==> config.mk <==
export PLATFORM = sky130hd
export DESIGN_NAME = ewhs_cell
export DESIGN_NICKNAME = d
export VERILOG_FILES = /design/src/rtl/ewhs_pkg.sv /design/src/rtl/ewhs_cell.sv
export SDC_FILE = /design/constraint.sdc
export NUM_CORES = 1
export LEC_CHECK = 0
export ABC_CLOCK_PERIOD_IN_PS = 5350
export BUFFER_PORTS_ARGS = -buffer_cell sky130_fd_sc_hd__buf_2
export CAP_MARGIN = 15
export CORE_AREA = 2 2 86 88
export DETAILED_ROUTE_END_ITERATION = 10
export DIE_AREA = 0 0 88 90
export PLACE_DENSITY = 0.71
export SLEW_MARGIN = 30
export SYNTH_ARGS = -nofsm -noshare
export SYNTH_HDL_FRONTEND = slang
export SYNTH_SLANG_ARGS = --single-unit
==> constraint.sdc <==
create_clock -name clk -period 5.35 [get_ports clk]
set_input_delay 0.535 -clock clk [delete_from_list [all_inputs] [get_ports clk]]
set_output_delay 0.535 -clock clk [all_outputs]
set_load 0.01 [all_outputs]
==> src/rtl/ewhs_pkg.sv <==
// Package with the edge record and sizing constants for the edge weight sorter.
`default_nettype none

package ewhs_pkg;

    localparam int MAX_EDGES = 64;
    localparam int CNT_W     = $clog2(MAX_EDGES + 1);
    localparam int VERTEX_W  = 10;
    localparam int WEIGHT_W  = 16;
    localparam int EDGE_W    = 2 * VERTEX_W + WEIGHT_W;
    localparam int TDATA_W   = ((EDGE_W + 7) / 8) * 8;

    typedef struct packed {
        logic                       valid;
        logic        [VERTEX_W-1:0] from_vertex;
        logic        [VERTEX_W-1:0] to_vertex;
        logic signed [WEIGHT_W-1:0] weight;
    } edge_t;

    typedef struct packed {
        logic insert;
        logic pop;
    } cell_ctrl_t;

    localparam edge_t EMPTY_EDGE = '0;

endpackage

`default_nettype wire

==> src/rtl/ewhs_cell.sv <==
// One cell of the sorted chain: holds a single edge and moves it toward either neighbor.
`default_nettype none

module ewhs_cell
    import ewhs_pkg::*;
(
    input  wire logic       clk,
    input  wire logic       rst_n,
    input  wire cell_ctrl_t ctrl,
    input  wire edge_t      new_edge,
    input  wire edge_t      prev_edge,
    input  wire logic       prev_keep,
    input  wire edge_t      next_edge,
    output edge_t           edge_q,
    output logic            keep
);

    edge_t edge_reg;
    edge_t edge_next;

    // An edge stays put when it is at least as heavy as the newcomer, which keeps
    // equal weights in arrival order.
    assign keep = edge_reg.valid && (edge_reg.weight >= new_edge.weight);

    always_comb
    begin
        edge_next = edge_reg;
        if (ctrl.insert)
        begin
            if (!keep)
            begin
                edge_next = prev_keep ? new_edge : prev_edge;
            end
        end
        else if (ctrl.pop)
        begin
            edge_next = next_edge;
        end
    end

    always_ff @(posedge clk or negedge rst_n)
    begin
        if (!rst_n)
        begin
            edge_reg <= EMPTY_EDGE;
        end
        else
        begin
            edge_reg <= edge_next;
        end
    end

    assign edge_q = edge_reg;

endmodule

`default_nettype wire
==> results.json, run 1 <==
{
  "status": "complete, no violations",
  "drt-total-wl_mm": 6.30,
  "grt_setup_unrepaired": "false",
  "synth_async_sr_flop_share_pct": 100,
  "clk_pin_slew_worst_paths_ps": 80,
  "setup.worst_path.class": "flip-flop to output pin",
  "max_clock_freq_mhz": 345,
  "cts_repair_resized_insts": 0,
  "worstPathCellList": "ha_1 > nand4_1 > nor2_1 > a311oi_1 > nand4_1 > and3_1 > buf_2",
  "place.detailed.instances": 500,
  "finalSetupViolations": 0,
  "post_drt_wl_per_cell_um": 12.4,
  "antenna_left": 0,
  "routabilityCongestion": 0.761,
  "dominantRegCellSynth": "dfrtp_1",
  "final_hold_viol_count": 0,
  "fp.dieW_um": 88,
  "timing.critical_path.required_ps": 4820,
  "timing.clock.skew_ps": 5.75,
  "yosysSeqAreaShare_pct": 36.1,
  "yosys-top-cells-area": "dfrtp_1, mux2_2, mux2i_1",
  "drt_drc_violations_left": 0,
  "worstPathBufferInverterCount": 1,
  "synth_top_area_share_pct": 36.1,
  "start_kind": "flip-flop",
  "die_h_um": 90,
  "finalCriticalPeriod_ps": 2900,
  "grt_start_max_net_pins": 76,
  "slowest_stage": "a311oi_1",
  "antenna-diode-count": 0,
  "timing.critical_path.to_type": "output pin",
  "first_global_vias": 2366,
  "cts-root-buf": "clkbuf_8",
  "dp_hpwl_mm": 4.86,
  "synth_cell_type_count": 24,
  "fp.dieArea_um2": 7920,
  "area_leader_netlist": "dfrtp_1",
  "buffers_on_ports": 153,
  "critical_path.max_stage_delay_ps": 420,
  "combined_flip_flop_and_latch_cell_area_um2": 926,
  "post-route-period-util_pct": 54.2,
  "vdd_ir_drop_max_v": 0.000125,
  "dr_total_vias": 2394,
  "ys_seq_elements": 37,
  "path_type_of_the_worst_min_delay_path": "input pin to async pin",
  "detailedRoute.firstIterationViolations": 35,
  "grt_pass1_wl_mm": 10.3,
  "netlist_top_cells_count": "a21oi_1, nor2_1, mux2i_1",
  "syn-mean-instance-area_um2": 9.83,
  "syn-num-nets": 393,
  "cts.sinks": 37,
  "grt_use_total_pct": 16.0,
  "largest_driver_fanout_on_the_critical_path": 4,
  "power_mw": 1.02,
  "row_count": 31,
  "power_dens_cells_nw_per_um2": 293,
  "placeableCoreArea_um2": 7020,
  "syn-instance-count": 261,
  "synth_most_common_cell": "a21oi_1",
  "floorplan.initialDensity_pct": 36.5,
  "ctsHoldBuffers": 0,
  "multi_input_area_um2": 1500,
  "max-clock-path-buffers": 2,
  "clock_latency_ps": 290,
  "post_route_cells_drive_above_1_share_pct": 48.7,
  "tritoncts_clock_tree": "yes",
  "antenna_found_initial": 0,
  "max_slew.worst_pin.slew_ps": 834,
  "vias_per_cell": 4.71,
  "tritoncts.num_buffers": 5,
  "max-cap-violations": 0,
  "finish.net_count": 540,
  "num-fill-cells": 705,
  "synth-edff-count": 0,
  "setup_tns_ps": 0,
  "area_growth_pct": 35.5,
  "cp.arrival_ps": 2360,
  "layout.cells.non_filler": 508,
  "grt_overflow_total": 0,
  "number_of_warnings_issued_by_yosys": 0,
  "drt_pre_antenna_iters": 4,
  "cpLargestDelayFamily": "simple AND/OR/NAND/NOR gates",
  "ctsHtreeMaxLevel": 2,
  "final_slew_violations": 0,
  "synth.cell_area_um2": 2560,
  "max_slew_margin_pct": 44.4,
  "timing.rr.start": "edge_q[15]$_DFFE_PN0P_",
  "largest_reg_flops": 37,
  "worst_setup_path_startpoint": "edge_q[15]$_DFFE_PN0P_",
  "cpMostUsedCell": "nand4_1",
  "floorplan.io_pins": 154,
  "post-cts-setup-buffers": 0,
  "p_leak_nw": 1.81
}
==> cell usage in the layout, fill, tap and decap left out, drive strengths merged <==
cell    count
a311oi      1
nor2       39
nor4        1
a31o        1
clkbuf      6
ha         16
a41oi       1
and3        1
mux2       36
a31oi       1
clkinv      2
a21oi      41
nand4       4
mux2i      38
o22a        1
nand2       5
nor2b       2
inv        17
buf       155
dfrtp      37
o221ai      1
o21ai       3
==> layout make-up <==
class	instances	area share, %
tap	99	3.56
multi-input combinational	192	43.1
timing repair buffer	155	22.5
clock buffer	6	2.09
sequential	37	26.6
clock inverter	2	0.288
inverter	17	1.84
==> kinds of logic (layout without fill, tap and decap cells) <==
logic type               count (synthesis)  count (layout)  synth area share (%)
adder cells (fa/ha/maj)                 16              16                  7.80
AND/OR/NAND/NOR                         52              52                  8.63
AO/OA/AOI/OAI                           50              50                  11.3
multiplexers                            74              74                  30.6
buffers and inverters                   32             180                  5.56
flip-flops                              37              37                  36.1
==> final timing paths <==
check,cells after the start,slack (ps),end
min reg2reg,1,480,edge_q[35]$_DFFE_PN0P_
min in group clk,1,480,edge_q[35]$_DFFE_PN0P_
max in group asynchronous,1,4480,edge_q[28]$_DFFE_PN0P_
max reg2reg,8,2480,edge_q[21]$_DFFE_PN0P_
min,1,340,edge_q[35]$_DFFE_PN0P_
max,7,2450,keep
==> through the flow <==
stage               hold WS [ps]  setup slack [ps]  cell area [um2]  util (%)
floorplan                    239              2650             2560         -
global placement             462              2320             3390      48.3
detailed placement           474              2190             3390      48.3
CTS                          376              2430             3480      49.5
global route                 410              2290             3480      49.5
finish                       342              2450             3480      49.5
==> routing by layer <==
metal,wire length [um],global-route usage (%),vias to the layer above
met5,0,0,-
met3,452,3.76,7
met1,2680,18.6,1071
met4,78,3.97,0
met2,3090,29.0,98
li1,-,-,1218
==> where the power goes <==
| part | internal (mW) | switching (mW) | leakage, nW |
|---|---|---|---|
| clock network | 0.0903 | 0.0978 | 0.0450 |
| logic | 0.220 | 0.210 | 1.34 |
| registers | 0.355 | 0.0462 | 0.418 |
| total | 0.665 | 0.354 | 1.81 |
==> worst reg2reg max path: cells and delay by family (launching register included) <==
kind,cells,cell delay [ps]
compound gates,3,590
fa+ha+maj,1,330
buf+inv,1,440
flops,1,410
mux,1,410
simple gates,2,570
(Power assumes the default switching activity.)
==> run 2: changes to the inputs <==
ABC_CLOCK_PERIOD_IN_PS = 3050   (was 5350)
clock period = 3.05 ns   (was 5.35 ns; I/O delays follow)
==> results.json, run 2 (synthesis gave the netlist of run 1 again) <==
{
  "status": "finished with violations",
  "failed_checks": "hold timing",
  "fp.dieW_um": 88,
  "ctsHoldBuffers": 0,
  "path_type_of_the_worst_min_delay_path": "input pin to async pin",
  "num-fill-cells": 678,
  "post-cts-setup-buffers": 0,
  "buffers_on_ports": 153,
  "post_drt_wl_per_cell_um": 12.9,
  "final_slew_violations": 0,
  "routabilityCongestion": 0.762,
  "cp.arrival_ps": 2880,
  "vdd_ir_drop_max_v": 0.000204,
  "max_slew.worst_pin.slew_ps": 596,
  "antenna-diode-count": 0,
  "row_count": 31,
  "timing.critical_path.required_ps": 3230,
  "cts.sinks": 37,
  "fp.dieArea_um2": 7920,
  "cts_repair_resized_insts": 0,
  "max-cap-violations": 0,
  "placeableCoreArea_um2": 7020,
  "drt_drc_violations_left": 0,
  "grt_setup_unrepaired": "false",
  "timing.clock.skew_ps": 5.65,
  "ctsHtreeMaxLevel": 2,
  "area_growth_pct": 36.6,
  "floorplan.io_pins": 154,
  "worstPathCellList": "ha_1 > nand4_1 > nor4_2 > o21ai_1 > a31o_2 > a41oi_4 > buf_12 > mux2_2",
  "start_kind": "flip-flop",
  "floorplan.initialDensity_pct": 36.5,
  "grt_pass1_wl_mm": 10.8,
  "worst_setup_path_startpoint": "edge_q[15]$_DFFE_PN0P_",
  "final_hold_viol_count": 37,
  "finish.net_count": 542,
  "post-route-period-util_pct": 88.6,
  "grt_start_max_net_pins": 68,
  "max_clock_freq_mhz": 370,
  "largest_driver_fanout_on_the_critical_path": 29,
  "worst-r2r-cell-count": 8,
  "antenna_left": 0,
  "finalSetupViolations": 0,
  "p_leak_nw": 1.82,
  "dr_total_vias": 2441,
  "dp_hpwl_mm": 5.20,
  "drt_pre_antenna_iters": 4,
  "tritoncts_clock_tree": "yes",
  "layout.core_utilization_pct": 49.9,
  "setup.worst_path.class": "flip-flop to flip-flop",
  "worst-r2r-setup-slack_ps": 350,
  "power_dens_cells_nw_per_um2": 519,
  "grt_overflow_total": 0,
  "critical_path.max_stage_delay_ps": 410,
  "grt_use_total_pct": 17.1,
  "cts-root-buf": "clkbuf_8",
  "clk_pin_slew_worst_paths_ps": 80,
  "post_route_cells_drive_above_1_share_pct": 48.9,
  "drt-total-wl_mm": 6.58,
  "detailedRoute.firstIterationViolations": 66,
  "die_h_um": 90,
  "largest_reg_flops": 37,
  "tritoncts.num_buffers": 5,
  "mostFrequentLayoutCells": "buf_2, a21oi_1, nor2_1",
  "max-clock-path-buffers": 2,
  "rr_endpoint": "edge_q[2]$_DFFE_PN0P_",
  "clock_latency_ps": 290,
  "hold_slack_ps": -28.4,
  "first_global_vias": 2433,
  "antenna_found_initial": 0,
  "mostFrequentLayoutCell": "buf_2",
  "finalCriticalPeriod_ps": 2700,
  "setup_tns_ps": 0,
  "max_slew_margin_pct": 60.3,
  "timing.critical_path.to_type": "flip-flop",
  "vias_per_cell": 4.79,
  "timing.rr.start": "edge_q[15]$_DFFE_PN0P_",
  "slowest_stage": "dfrtp_1"
}
-- run 2: metrics by stage --
| stage | setup slack (ps) | cells | power (mW) | hold slack (ps) | instance area [um2] |
|---|---|---|---|---|---|
| 2_1_floorplan | 485 | 261 | 1.17 | 9.41 | 2560 |
| 6_report | 347 | 510 | 1.82 | -28.4 | 3500 |
| 4_1_cts | 332 | 510 | 1.85 | 156 | 3500 |
| 5_1_grt | 159 | 510 | 1.96 | 12.2 | 3500 |
| 3_5_place_dp | 306 | 502 | 1.50 | 466 | 3420 |
| 3_3_place_gp | 445 | 502 | 1.48 | 443 | 3420 |
-- run 2: cell type report --
cell class / instances / area (um2) / share of cell area [%]
Multi-Input combinational cell: 192 / 1500 / 42.7
Sequential cell: 37 / 926 / 26.4
Timing Repair Buffer: 157 / 811 / 23.1
Tap cell: 99 / 124 / 3.54
Clock buffer: 6 / 72.6 / 2.07
Inverter: 17 / 63.8 / 1.82
Clock inverter: 2 / 10.0 / 0.286
-- run 2: worst max path at each step --
stage,to,slack (ps),depth (start not counted)
3_5_place_dp,edge_q[34]$_DFFE_PN0P_,310,10
6_report,edge_q[2]$_DFFE_PN0P_,350,8
3_3_place_gp,edge_q[16]$_DFFE_PN0P_,450,10
5_1_grt,edge_q[22]$_DFFE_PN0P_,160,8
4_1_cts,edge_q[6]$_DFFE_PN0P_,330,8
2_1_floorplan,edge_q[16]$_DFFE_PN0P_,490,8
-- run 2: power breakdown --
part | switching, mW | total (mW) | internal [mW] | leakage, nW
combinational | 0.375 | 0.772 | 0.398 | 1.36
sequential | 0.0846 | 0.707 | 0.623 | 0.418
clock | 0.182 | 0.340 | 0.159 | 0.0450
total | 0.641 | 1.82 | 1.18 | 1.82
-- run 2: worst max-delay path: cells and delay by family, from the launching register on --
family | cells | cell delay [ps]
buffers and inverters | 1 | 240
and+or+nand+nor | 2 | 580
muxes | 1 | 360
adders and majority gates | 1 | 320
AOI/OAI and AO/OA | 3 | 660
DFF | 1 | 410
-- run 2: metal layers --
metal	track usage [%]	up-vias	routed length, um
met3	3.86	10	451
met4	4.23	0	87
met2	31.3	98	3280
met1	19.7	1109	2760
met5	0	-	0
li1	-	1224	-
==> run 3: changes to the inputs <==
PLACE_DENSITY = 0.73   (was 0.71)
==> results.json, run 3 (synthesis gave the netlist of run 1 again) <==
{
  "status": "finished with violations",
  "failed_checks": "hold timing",
  "max-cap-violations": 0,
  "cts.sinks": 37,
  "timing.clock.skew_ps": 9.15,
  "detailedRoute.firstIterationViolations": 31,
  "post-route-period-util_pct": 87.5,
  "internal_power_mw": 1.35,
  "cp.arrival_ps": 2840,
  "top_usage_layer": "met2",
  "start_kind": "flip-flop",
  "antenna_left": 0,
  "worstPathBufferInverterCount": 1,
  "power_dens_cells_nw_per_um2": 557,
  "cpLargestDelayFamily": "compound AO/OA/AOI/OAI gates",
  "pwr-share-seq_pct": 35.6,
  "row_count": 31,
  "dp_hpwl_mm": 5.13,
  "antenna_found_initial": 0,
  "finish.net_count": 543,
  "post_route_cells_drive_above_1_share_pct": 49.3,
  "vias_per_cell": 4.75,
  "ctsHoldBuffers": 0,
  "fp.dieW_um": 88,
  "first_global_vias": 2368,
  "combPwrFrac_pct": 38.8,
  "max_slew_margin_pct": 51.3,
  "max_slew.worst_pin.slew_ps": 731,
  "fp.dieArea_um2": 7920,
  "post-place-ws_ps": 328,
  "final_slew_violations": 0,
  "setup_tns_ps": 0,
  "buffers_on_ports": 153,
  "hold_slack_ps": -27.7,
  "cts_repair_resized_insts": 0,
  "timing.critical_path.to_type": "flip-flop",
  "clock_power_share_pct": 25.7,
  "routabilityCongestion": 0.767,
  "p_leak_nw": 1.85,
  "dr_total_vias": 2429,
  "placeableCoreArea_um2": 7020,
  "grt_use_total_pct": 16.5,
  "largest_reg_flops": 37,
  "max-clock-path-buffers": 2,
  "tritoncts_clock_tree": "yes",
  "total_switching_power_uw": 640,
  "timing.critical_path.required_ps": 3220,
  "antenna-diode-count": 0,
  "net_switching_fraction_of_the_power_pct": 32.2,
  "largest_driver_fanout_on_the_critical_path": 28,
  "mostFrequentLayoutCells": "buf_2, a21oi_1, nor2_1",
  "drt_drc_violations_left": 0,
  "drt-total-wl_mm": 6.59,
  "mostFrequentLayoutCell": "buf_2",
  "grt_start_max_net_pins": 42,
  "grt_overflow_total": 0,
  "drt_pre_antenna_iters": 4,
  "ctsHtreeMaxLevel": 2,
  "finalCriticalPeriod_ps": 2670,
  "clk_pin_slew_worst_paths_ps": 80,
  "path_type_of_the_worst_min_delay_path": "input pin to async pin",
  "cts-root-buf": "clkbuf_8",
  "die_h_um": 90,
  "setup.worst_path.class": "flip-flop to flip-flop",
  "num-fill-cells": 680,
  "floorplan.io_pins": 154,
  "fin_ws_ps": 380,
  "max_clock_freq_mhz": 375,
  "vdd_ir_drop_max_v": 0.000230,
  "final_hold_viol_count": 37,
  "gr-usage-met3_pct": 3.58,
  "critical_path.max_stage_delay_ps": 410,
  "grt_setup_unrepaired": "false",
  "finalSetupViolations": 0,
  "clock_latency_ps": 290,
  "slowest_stage": "dfrtp_1",
  "grt_pass1_wl_mm": 10.4,
  "floorplan.initialDensity_pct": 36.5,
  "post_drt_wl_per_cell_um": 12.9,
  "worstPathCellList": "ha_1 > nand4_1 > nor4_2 > o21ai_1 > a31o_2 > a41oi_4 > buf_12 > mux2_2",
  "area_growth_pct": 38.9,
  "grtUsageMet1_pct": 19.3,
  "post-cts-setup-buffers": 0,
  "groute.layer.met2.usage_pct": 30.1,
  "tritoncts.num_buffers": 5
}
run 3: routing by layer:
metal,share of wire [%],vias to the layer above
met5,0,-
met3,7.4,2
met2,50,96
li1,-,1225
met1,42,1106
met4,0.55,0
run 3: cell type report:
type,instances,area (um2),area share [%]
Multi-Input combinational cell,192,1500,42.0
Timing Repair Buffer,158,818,23.0
Clock inverter,3,65.1,1.83
Clock buffer,5,68.8,1.93
Inverter,17,63.8,1.79
Sequential cell,37,926,26.0
Tap cell,99,124,3.48
run 3: worst paths after layout:
| path | startpoint | to | slack, ps | cells after the start |
|---|---|---|---|---|
| setup / recovery | edge_q[15]$_DFFE_PN0P_ | edge_q[19]$_DFFE_PN0P_ | 380 | 8 |
| hold / removal | rst_n | edge_q[30]$_DFFE_PN0P_ | -30 | 1 |
| setup reg to reg | edge_q[15]$_DFFE_PN0P_ | edge_q[19]$_DFFE_PN0P_ | 380 | 8 |
| hold reg to reg | edge_q[35]$_DFFE_PN0P_ | edge_q[35]$_DFFE_PN0P_ | 490 | 1 |
| max in group asynchronous | rst_n | edge_q[23]$_DFFE_PN0P_ | 2730 | 1 |
| min in group clk | next_edge[0] | edge_q[0]$_DFFE_PN0P_ | 330 | 3 |
run 3: power groups by stage:
stage | Sequential, mW | Clock (mW) | Combinational (mW)
CTS | 0.706 | 0.529 | 0.785
global placement | 0.712 | 0 | 0.765
floorplan | 0.772 | 0 | 0.403
finish | 0.706 | 0.510 | 0.770
detailed placement | 0.714 | 0 | 0.782
global route | 0.724 | 0.543 | 0.857
run 3: stage by stage:
stage          total power, mW  std cells  instance area [um2]  utilization, %
6_report                  1.99        511                 3560            50.7
2_1_floorplan             1.17        261                 2560               -
5_1_grt                   2.13        511                 3560            50.7
4_1_cts                   2.02        511                 3560            50.7
3_5_place_dp              1.50        503                 3430            48.8
3_3_place_gp              1.48        503                 3430            48.8
